[config.mk]
export PLATFORM = sky130hd
export DESIGN_NAME = diagonal_rainbow_pixel_generator
export DESIGN_NICKNAME = d
export VERILOG_FILES = /design/src/hw/rtl/drpg_pkg.sv /design/src/hw/rtl/diagonal_rainbow_pixel_generator.sv
export SDC_FILE = /design/constraint.sdc
export NUM_CORES = 2
export LEC_CHECK = 0
export BUFFER_PORTS_ARGS = -buffer_cell sky130_fd_sc_hd__buf_4
export CORE_ASPECT_RATIO = 1.1
export CORE_MARGIN = 2
export CORE_UTILIZATION = 35
export CTS_BUF_LIST = sky130_fd_sc_hd__clkbuf_8
export DETAILED_ROUTE_END_ITERATION = 8
export PLACE_DENSITY = 0.53
export SLEW_MARGIN = 20
export SYNTH_ARGS = -nofsm -noshare
export SYNTH_HDL_FRONTEND = slang
export SYNTH_SLANG_ARGS = --single-unit
[constraint.sdc]
create_clock -name i_clk -period 7.65 [get_ports i_clk]
set_input_delay 0.3825 -clock i_clk [delete_from_list [all_inputs] [get_ports i_clk]]
set_output_delay 0.3825 -clock i_clk [all_outputs]
set_load 0.02 [all_outputs]
[src/hw/rtl/drpg_pkg.sv]
// Shared constants, register codes and the rainbow color table of the
// diagonal rainbow pixel generator. No dependencies.
`default_nettype none

package drpg_pkg;

    // Hue table size and field widths
    localparam int HUE_ENTRIES = 256;
    localparam int HUE_BITS    = $clog2(HUE_ENTRIES);
    localparam int COORD_W     = 11;
    localparam int FRAME_W     = 8;
    localparam int SIZE_W      = 12;
    localparam int SPEED_W     = 8;
    localparam int COLOR_W     = 16;
    localparam int CHAN_W      = 8;
    localparam int CHAN_MAX    = 255;

    // Divider geometry: numerator is (x + y) * HUE_ENTRIES, divisor is the span
    localparam int SUM_W       = COORD_W + 1;
    localparam int SPAN_W      = SIZE_W + 1;
    localparam int REM_W       = SPAN_W + 1;
    localparam int NUM_W       = SUM_W + HUE_BITS;
    localparam int DIV_STEPS   = NUM_W;

    // Pipeline stage map: input, one stage per quotient bit, index, color
    localparam int ST_IDX      = DIV_STEPS + 1;
    localparam int ST_OUT      = DIV_STEPS + 2;
    localparam int NSTAGE      = DIV_STEPS + 3;

    // Configuration port
    localparam int CFG_IDX_W   = 2;
    localparam int CFG_DATA_W  = 12;

    typedef enum logic [CFG_IDX_W-1:0] {
        CFG_IMAGE_WIDTH  = 2'd0,
        CFG_IMAGE_HEIGHT = 2'd1,
        CFG_SCROLL_SPEED = 2'd2
    } t_cfg_index;

    localparam logic [SIZE_W-1:0]  WIDTH_RST  = 12'd480;
    localparam logic [SIZE_W-1:0]  HEIGHT_RST = 12'd480;
    localparam logic [SPEED_W-1:0] SPEED_RST  = 8'd3;

    // Full-saturation, full-value hue to RGB565; a constant table indexed by hue
    function automatic logic [COLOR_W-1:0] rainbow_color(input logic [HUE_BITS-1:0] idx);
        int six;
        int sector;
        int rem;
        int up;
        int down;
        int r;
        int g;
        int b;
        logic [CHAN_W-1:0] r8;
        logic [CHAN_W-1:0] g8;
        logic [CHAN_W-1:0] b8;
        six    = 6 * int'(idx);
        sector = six / HUE_ENTRIES;
        rem    = six % HUE_ENTRIES;
        up     = (CHAN_MAX * rem) / HUE_ENTRIES;
        down   = (CHAN_MAX * (HUE_ENTRIES - rem)) / HUE_ENTRIES;
        case (sector)
            0: begin
                r = CHAN_MAX; g = up;       b = 0;
            end
            1: begin
                r = down;     g = CHAN_MAX; b = 0;
            end
            2: begin
                r = 0;        g = CHAN_MAX; b = up;
            end
            3: begin
                r = 0;        g = down;     b = CHAN_MAX;
            end
            4: begin
                r = up;       g = 0;        b = CHAN_MAX;
            end
            default: begin
                r = CHAN_MAX; g = 0;        b = down;
            end
        endcase
        r8 = CHAN_W'(r);
        g8 = CHAN_W'(g);
        b8 = CHAN_W'(b);
        return {r8[7:3], g8[7:2], b8[7:3]};
    endfunction

endpackage

`default_nettype wire

[src/hw/rtl/diagonal_rainbow_pixel_generator.sv]
// Diagonal rainbow pixel generator: one module holding the whole pipeline.
// Depends on drpg_pkg for widths, register codes and the color table.
//
// Takes one pixel word (x, y, frame count) per clock and returns one RGB565
// word per clock while no stall holds the pipeline. The hue index is
// floor((x + y) * 256 / (width + height)) plus frame * speed, modulo 256;
// the division runs in a restoring divider of 20 registered stages, one
// quotient bit per stage, with the span register as a fixed divisor. A
// zero span gives a diagonal term of zero. Every stage holds its word on
// an output stall while empty stages ahead keep filling, so the input only
// stalls once all 23 stages are full. Configuration writes are always
// ready and take effect for words accepted from the next cycle on; change
// them only while no word is in flight.
`default_nettype none

module diagonal_rainbow_pixel_generator
    import drpg_pkg::*;
(
    input  wire logic                  i_clk,
    input  wire logic                  i_rst_n,
    // pixel input
    input  wire logic                  i_valid,
    output logic                       o_stall,
    input  wire logic [COORD_W-1:0]    i_pixel_x,
    input  wire logic [COORD_W-1:0]    i_pixel_y,
    input  wire logic [FRAME_W-1:0]    i_frame_count,
    // color output
    output logic                       o_valid,
    input  wire logic                  i_stall,
    output logic [COLOR_W-1:0]         o_pixel_color,
    // configuration writes
    input  wire logic                  i_cfg_valid,
    output logic                       o_cfg_ready,
    input  wire logic [CFG_IDX_W-1:0]  i_cfg_index,
    input  wire logic [CFG_DATA_W-1:0] i_cfg_data
);

    // Configuration registers
    logic [SIZE_W-1:0]  r_width;
    logic [SIZE_W-1:0]  r_height;
    logic [SPEED_W-1:0] r_speed;
    logic [SPAN_W-1:0]  r_span;

    // Pipeline control
    logic [NSTAGE-1:0]  r_vld;
    logic [NSTAGE-1:0]  w_move;

    // Input stage
    logic [SUM_W-1:0]   r_sum;
    logic [HUE_BITS-1:0] r_shift;
    logic [FRAME_W+SPEED_W-1:0] w_prod;

    // Divider stages
    logic [SUM_W-1:0]    r_dsum [DIV_STEPS];
    logic [SPAN_W-1:0]   r_drem [DIV_STEPS];
    logic [HUE_BITS-1:0] r_dq   [DIV_STEPS];
    logic [HUE_BITS-1:0] r_dsh  [DIV_STEPS];
    logic [SUM_W-1:0]    w_src_sum [DIV_STEPS];
    logic [SPAN_W-1:0]   w_src_rem [DIV_STEPS];
    logic [HUE_BITS-1:0] w_src_q   [DIV_STEPS];
    logic [HUE_BITS-1:0] w_src_sh  [DIV_STEPS];
    logic [SPAN_W-1:0]   n_drem [DIV_STEPS];
    logic [HUE_BITS-1:0] n_dq   [DIV_STEPS];

    // Index and color stages
    logic [HUE_BITS-1:0] r_idx;
    logic [HUE_BITS-1:0] n_idx;
    logic [COLOR_W-1:0]  r_color;

    // Accept every configuration word; hold the span as a register
    assign o_cfg_ready = 1'b1;

    always_ff @(posedge i_clk) begin
        if (!i_rst_n) begin
            r_width  <= WIDTH_RST;
            r_height <= HEIGHT_RST;
            r_speed  <= SPEED_RST;
            r_span   <= SPAN_W'(WIDTH_RST) + SPAN_W'(HEIGHT_RST);
        end else begin
            r_span <= SPAN_W'(r_width) + SPAN_W'(r_height);
            if (i_cfg_valid && o_cfg_ready) begin
                case (i_cfg_index)
                    CFG_IMAGE_WIDTH:  r_width  <= i_cfg_data[SIZE_W-1:0];
                    CFG_IMAGE_HEIGHT: r_height <= i_cfg_data[SIZE_W-1:0];
                    CFG_SCROLL_SPEED: r_speed  <= i_cfg_data[SPEED_W-1:0];
                    default: ;
                endcase
            end
        end
    end

    // A stage may advance unless it and every stage ahead are full and stalled
    always_comb begin
        for (int k = 0; k < NSTAGE; k++) begin
            w_move[k] = !(i_stall &&
                (&(r_vld | ((NSTAGE'(1) << k) - NSTAGE'(1)))));
        end
    end

    assign o_stall       = !w_move[0];
    assign o_valid       = r_vld[ST_OUT];
    assign o_pixel_color = r_color;

    // Shift valid bits along with their words
    always_ff @(posedge i_clk) begin
        if (!i_rst_n) begin
            r_vld <= '0;
        end else begin
            if (w_move[0]) begin
                r_vld[0] <= i_valid;
            end
            for (int k = 1; k < NSTAGE; k++) begin
                if (w_move[k]) begin
                    r_vld[k] <= r_vld[k-1];
                end
            end
        end
    end

    // Input stage: diagonal sum and scroll shift
    assign w_prod = i_frame_count * r_speed;

    always_ff @(posedge i_clk) begin
        if (w_move[0]) begin
            r_sum   <= SUM_W'(i_pixel_x) + SUM_W'(i_pixel_y);
            r_shift <= w_prod[HUE_BITS-1:0];
        end
    end

    // Route each divider stage's source word
    always_comb begin
        w_src_sum[0] = r_sum;
        w_src_rem[0] = '0;
        w_src_q[0]   = '0;
        w_src_sh[0]  = r_shift;
        for (int d = 1; d < DIV_STEPS; d++) begin
            w_src_sum[d] = r_dsum[d-1];
            w_src_rem[d] = r_drem[d-1];
            w_src_q[d]   = r_dq[d-1];
            w_src_sh[d]  = r_dsh[d-1];
        end
    end

    // One restoring step per stage: bring down a numerator bit, subtract if it fits
    always_comb begin
        logic [NUM_W-1:0] num;
        logic [REM_W-1:0] trial;
        logic             fits;
        for (int d = 0; d < DIV_STEPS; d++) begin
            num     = {w_src_sum[d], {HUE_BITS{1'b0}}};
            trial   = {w_src_rem[d], num[NUM_W-1-d]};
            fits    = trial >= {1'b0, r_span};
            n_drem[d] = fits ? SPAN_W'(trial - {1'b0, r_span}) : trial[SPAN_W-1:0];
            n_dq[d]   = {w_src_q[d][HUE_BITS-2:0], fits};
        end
    end

    always_ff @(posedge i_clk) begin
        for (int d = 0; d < DIV_STEPS; d++) begin
            if (w_move[d+1]) begin
                r_dsum[d] <= w_src_sum[d];
                r_drem[d] <= n_drem[d];
                r_dq[d]   <= n_dq[d];
                r_dsh[d]  <= w_src_sh[d];
            end
        end
    end

    // Index stage: drop the diagonal term for a zero span, add the shift
    assign n_idx = ((r_span == '0) ? '0 : r_dq[DIV_STEPS-1]) + r_dsh[DIV_STEPS-1];

    always_ff @(posedge i_clk) begin
        if (w_move[ST_IDX]) begin
            r_idx <= n_idx;
        end
        if (w_move[ST_OUT]) begin
            r_color <= rainbow_color(r_idx);
        end
    end

    // Accepted word always lands in the input stage
    a_accept_fill: assert property (@(posedge i_clk) disable iff (!i_rst_n)
        (i_valid && !o_stall) |=> r_vld[0])
        else $error("accepted word missing from input stage");

    // Delivered word with nothing behind it leaves the output empty
    a_drain: assert property (@(posedge i_clk) disable iff (!i_rst_n)
        (o_valid && !i_stall && !r_vld[ST_IDX]) |=> !o_valid)
        else $error("delivered word repeated at output");

    // Final divider remainder stays below a nonzero span
    a_rem_range: assert property (@(posedge i_clk) disable iff (!i_rst_n)
        (r_vld[ST_IDX-1] && (r_span != '0)) |-> (r_drem[DIV_STEPS-1] < r_span))
        else $error("divider remainder out of range");

endmodule

`default_nettype wire
Word level (Yosys, flattened, before mapping):

Memories as Yosys holds them, arrays and structs flattened.
Cells that the tools add are included.
W data, S select, Z words.

* register bits after elaboration: 112
* latch bits: 0
* RAM bits: 820
* memory bits (read-only): 0
* input bits: 49
* output and inout bits: 19
* word-level logic and storage cells: 197
* memories: 4

* add/sub/neg operators: 27
* multiply operators: 4
* divide/modulo/power cells: 0
* magnitude comparators: 20
* equal/unequal tests: 6
* shifts and indexed selects: 0
* mux-type cells: 44
* bitwise operators: 3
* reduce and logical (&&, ||, !) cells: 58

Memory list
* r_drem: depth 20, width 13, rd ports 19, clocked after memory_dff 0, wr ports 20, RTL line diagonal_rainbow_pixel_generator.sv:55 `logic [SPAN_W-1:0] r_drem [DIV_STEPS];`
* r_dsum: depth 20, width 12, rd ports 19, clocked after memory_dff 0, wr ports 20, RTL line diagonal_rainbow_pixel_generator.sv:54 `logic [SUM_W-1:0] r_dsum [DIV_STEPS];`
* r_dq: depth 20, width 8, rd ports 20, clocked after memory_dff 0, wr ports 20, RTL line diagonal_rainbow_pixel_generator.sv:56 `logic [HUE_BITS-1:0] r_dq [DIV_STEPS];`
* r_dsh: depth 20, width 8, rd ports 20, clocked after memory_dff 0, wr ports 20, RTL line diagonal_rainbow_pixel_generator.sv:57 `logic [HUE_BITS-1:0] r_dsh [DIV_STEPS];`

Operators by type and width (number)
* $ge A14 B13 Y1: 19
* $mux W13: 20
* $sub A13 B13 Y13: 19
* $pmux W8 S3: 3
* $eq A32 B2 Y1 const B: 2
* $eq A32 B1 Y1 const B: 1
* $eq A32 B3 Y1 const B: 1
* $logic_not A32 Y1: 1
* $logic_and A1 B1 Y1: 23
* $reduce_and A23 Y1: 1
* $reduce_and A22 Y1: 1
* $reduce_and A21 Y1: 1
* $mul A9 B11 Y20 const A: 1
* $mux W1: 20
* $reduce_and A20 Y1: 1
* $reduce_and A19 Y1: 1
* $reduce_and A18 Y1: 1
* $mul A9 B8 Y17 const A: 1
* $reduce_and A17 Y1: 1
* $add A8 B1 Y8: 2
* $reduce_and A16 Y1: 1
* $reduce_and A15 Y1: 1
* $reduce_and A14 Y1: 1
* $reduce_or A7 Y1: 2
* 30 further kinds: 37

Longest topological paths before layout:

* depth in word-level cells: 9
* gate-level depth with buffers: 27
* mapped depth without buffers: 26

Worst setup path before layout:

OpenSTA, ideal clock, no wires.

* path kind: reg2reg
* from: reg r_idx[1]
* to: reg r_color[15], in the netlist o_pixel_color[15] (data pin)
* library setup time: 0.276 ns
* arrival: 6.491 ns
* data required time: 7.374 ns
* setup slack: 0.882 ns
* cell stages (with the launch flop): 25
* buffers on the path: 0
* period minus slack after synthesis: 6.768 ns
* cells stage by stage: edfxtp_1 ha_1 fa_1 xnor2_1 ha_1 and2_1 o221ai_1 xnor2_1 ha_1 xnor2_1 fa_1 inv_1 fa_1 fa_1 inv_1 ha_1 and4b_1 and4_1 a221o_1 o41a_1 a21o_1 a21oi_2 xnor2_1 nor2_1 o22ai_1

* longest elaborated chain between the ends: 8
* elaborated cells on any way between the ends: 19
* those cells by class: add/sub (4); mul (3); eq/ne (4); mux (1); bitwise (3); reduce/logical (4)

RTL lines
* start, declared: RTL line diagonal_rainbow_pixel_generator.sv:66 `logic [HUE_BITS-1:0] r_idx;`
* start signal, assigned: RTL line diagonal_rainbow_pixel_generator.sv:174 `r_idx <= n_idx;`
* $mul A2 B8 Y10 *: RTL line drpg_pkg.sv:57 `six = 6 * int'(idx);`
* $reduce_or A7 Y1 (no line)
* $and A1 B1 Y1 (no line)
* $sub A10 B9 Y11: RTL line drpg_pkg.sv:61 `down = (CHAN_MAX * (HUE_ENTRIES - rem)) / HUE_ENTRIES;`
* $mul A9 B11 Y20: RTL line drpg_pkg.sv:61
* $and A1 B1 Y1 (no line)
* $add A8 B1 Y8 (no line)
* $pmux W8 S3 *: RTL line drpg_pkg.sv:62 `case (sector)`
* end signal, assigned: RTL line diagonal_rainbow_pixel_generator.sv:177 `r_color <= rainbow_color(r_idx);`
* end, declared: RTL line diagonal_rainbow_pixel_generator.sv:68 `logic [COLOR_W-1:0] r_color;`

Mark *: on every way between the ends. The rest lies on a longest branch, timed or not.
A chain may end at the register's enable or synchronous reset.

Worst setup path in the final report:

Same ends and word-level chain as after synthesis.

==> results.sh <==
export IMPL_outcome="finished clean"
export IMPL_async_reset_ff_frac=0
export IMPL_syn_cell_area_mm2=0.0372
export IMPL_startpoint_type="flop"
export IMPL_syn_to_final_growth_pct=12.8
export IMPL_path_buf_inv=3
export IMPL_grt_pass1_wl_um=129000
export IMPL_drive_gt1_frac=0.0810
export IMPL_grt_pass1_vias=24300
export IMPL_worstRegToRegCells=25
export IMPL_cp_common_cell="ha_1"
export IMPL_io_buffers=66
export IMPL_cp_arrival_ns=7.74
export IMPL_gp_congestion=0.840
export IMPL_rows=125
export IMPL_ys_seq_area_frac=0.484
export IMPL_synth_nets=3793
export IMPL_grt_overflow_total=0
export IMPL_start_util=0.352
export IMPL_antenna_found_initial=2
export IMPL_final_cell_mix="edfxtp_1, ha_1, a21oi_1, nor2_1, inv_1"
export IMPL_htreeDepth=3
export IMPL_reg2reg_slack_ns=0.49
export IMPL_grt_max_degree=69
export IMPL_synth_top_cell_area_share=0.447
export IMPL_die_w_um=315
export IMPL_max_stage_delay_ns=0.52
export IMPL_numCtsBuffers=106
export IMPL_rsz0062_at_grt="false"
export IMPL_finalSetupTns_ns=0
export IMPL_slowest_stage="edfxtp_1"
export IMPL_drc_errors=0
export IMPL_clkLatencyLatePin_ns=0.77
export IMPL_critPathRequiredTime_ns=8.23
export IMPL_synth_cell_types=78
export IMPL_die_area_mm2=0.109
export IMPL_fin_crit_sh=0.936
export IMPL_ys_ff_latch=621
export IMPL_mostFrequentLayoutCell="edfxtp_1"
export IMPL_period_needed_ns=7.16
export IMPL_setup_violations=0
export IMPL_cts_root_buf="clkbuf_8"
export IMPL_drv_slew=0
export IMPL_wl_per_cell_um=16.3
export IMPL_synth_cells=3305
export IMPL_clk_pin_slew_ns=0.06
export IMPL_grt_total_usage=0.149
export IMPL_vias=24400
export IMPL_holdPathEnd="r_span[7]"
export IMPL_first_iter_violations=1217
export IMPL_synth_area_leaders="edfxtp_1, ha_1, fa_1"
export IMPL_synthFlopType="edfxtp_1"
export IMPL_via_per_inst=4.92
export IMPL_drt_total_wl_um=80800
export IMPL_drv_cap=0
export IMPL_r2r_end="o_pixel_color[15]"
export IMPL_cp_max_fo=8
export IMPL_num_io_pins=68
export IMPL_post_dp_hpwl_um=57300
export IMPL_antenna_left=0
export IMPL_hold_depth=2
export IMPL_coreArea_mm2=0.105
export IMPL_ys_warn_count=0
export IMPL_final_hold_viol_count=0
export IMPL_tightestPinTransition_ns=1.08
export IMPL_min_from="i_rst_n"
export IMPL_slew_headroom=0.280
export IMPL_clock_skew_ns=0.0503
export IMPL_die_height_um=346
export IMPL_crit_family="adder cells"
export IMPL_hold_path_class="input port to flop"
export IMPL_final_nets=3973
export IMPL_tritoncts="done"
export IMPL_synth_area_leader_cell="edfxtp_1"
export IMPL_avgSynthCellArea_um2=11.2
export IMPL_cts_num_sinks=621
export IMPL_path_class="flop to flop"
export IMPL_cts_buffer_depth=3
export IMPL_max_freq_mhz=140
export IMPL_synth_edf_count=553
export IMPL_firstDrtPassIters=5
export IMPL_cp_end_kind="flop"
export IMPL_r2r_start="r_idx[1]"
-- cells in the mapped netlist (10+ instances only) --
| master | n |
|---|---|
| and3_1 | 14 |
| a21o_1 | 44 |
| mux2_2 | 11 |
| a21boi_0 | 28 |
| mux2_1 | 83 |
| o21ai_0 | 40 |
| inv_1 | 212 |
| and2_1 | 57 |
| nor2b_1 | 60 |
| ha_1 | 370 |
| dfxtp_1 | 68 |
| clkbuf_1 | 36 |
| o21ai_1 | 101 |
| nand2b_1 | 40 |
| a211oi_1 | 19 |
| xnor2_1 | 139 |
| fa_1 | 69 |
| mux2i_1 | 26 |
| buf_2 | 13 |
| nor2_1 | 247 |
| nor4_1 | 18 |
| edfxtp_1 | 553 |
| or3_1 | 15 |
| or2_1 | 16 |
| nand4_1 | 41 |
| o21bai_1 | 19 |
| xor2_1 | 126 |
| nor3_1 | 109 |
| a21oi_1 | 253 |
| o31ai_1 | 10 |
| nand2_1 | 229 |
| o21a_1 | 44 |
| nand3_1 | 66 |
-- state kept, by name, summed over array words and instances (netlist names) --
register and count:
r_width 12, r_dsh 160, r_sum 12, r_dsum 66, r_idx 8, r_height 12, r_vld 23, r_speed 8
r_drem 247, r_span 13, r_shift 8, o_pixel_color 16, r_dq 36
-- timing repair --
item | in CTS | in global routing
hold buffers | 22 | 0
buffers inserted | 0 | 0
endpoints found under the hold margin | 37 | 0
gates resized for setup | 0 | 1
setup endpoints to repair | 0 | 4
-- cell families after synthesis --
family                   count (synthesis)  share of synthesized area
AO/OA/AOI/OAI                          647                      0.107
XOR/XNOR                               265                     0.0625
adder cells (fa/ha/maj)                439                      0.162
buffers and inverters                  273                     0.0283
flip-flops                             621                      0.484
multiplexers                           120                     0.0355
other                                    1                   0.000101
AND/OR/NAND/NOR                        939                      0.121
-- layer usage --
metal  part of all wire  GRT usage
met1               0.44      0.184
met2               0.49      0.258
met3              0.040     0.0276
met4              0.028     0.0512
met5                  0          0
-- worst reg2reg max path: stages (launching register included) --
cell	delay [ns]
edfxtp_1	0.52
ha_1	0.35
a211o_1	0.34
and2_1	0.19
or2_1	0.31
nor2_1	0.23
nor2_1	0.10
ha_1	0.20
or2_1	0.30
ha_1	0.38
xnor2_1	0.29
inv_1	0.13
fa_1	0.49
inv_1	0.05
fa_1	0.49
inv_1	0.04
ha_1	0.38
a21o_1	0.21
and2_1	0.17
o31ai_1	0.27
o211ai_1	0.19
nor4_1	0.49
nand4_1	0.19
xnor2_1	0.42
nor2_1	0.12
o22ai_1	0.16
-- layout make-up --
type	count	area (um2)
diodes	2	5.00
clock inverters	71	538
fillers	10300	63500
multi-input cells	2411	18200
flip-flops and latches	621	18000
repair buffers	125	993
clock buffers	120	1650
well taps	1397	1750
inverters	220	828
-- worst max path at each step --
stage,endpoint,from,slack (ns),cells past startpoint
after CTS,o_pixel_color[4],r_idx[1],0.36,25
after floorplan,o_pixel_color[15],r_idx[1],0.88,24
after detailed placement,o_pixel_color[15],r_idx[1],0.40,25
after global routing,o_pixel_color[14],r_idx[1],0.02,25
final,o_pixel_color[15],r_idx[1],0.49,25
after global placement,o_pixel_color[15],r_idx[1],0.47,25
-- metrics by stage --
| step | utilization | cells | hold slack, ns | instance area, um2 | setup slack [ns] |
|---|---|---|---|---|---|
| final | 0.397 | 4967 | 0.0971 | 41900 | 0.492 |
| after global routing | 0.397 | 4967 | 0.0606 | 41900 | 0.0199 |
| after CTS | 0.397 | 4965 | 0.00143 | 41900 | 0.363 |
| after detailed placement | 0.374 | 4752 | 0.405 | 39500 | 0.398 |
| after global placement | 0.374 | 4752 | 0.400 | 39500 | 0.467 |
| after floorplan | - | 3305 | 0.400 | 37200 | 0.882 |
Power is left out: the tool's default activity adds up to more than one toggle a clock period on the data nets, which glitch-free logic cannot reach.
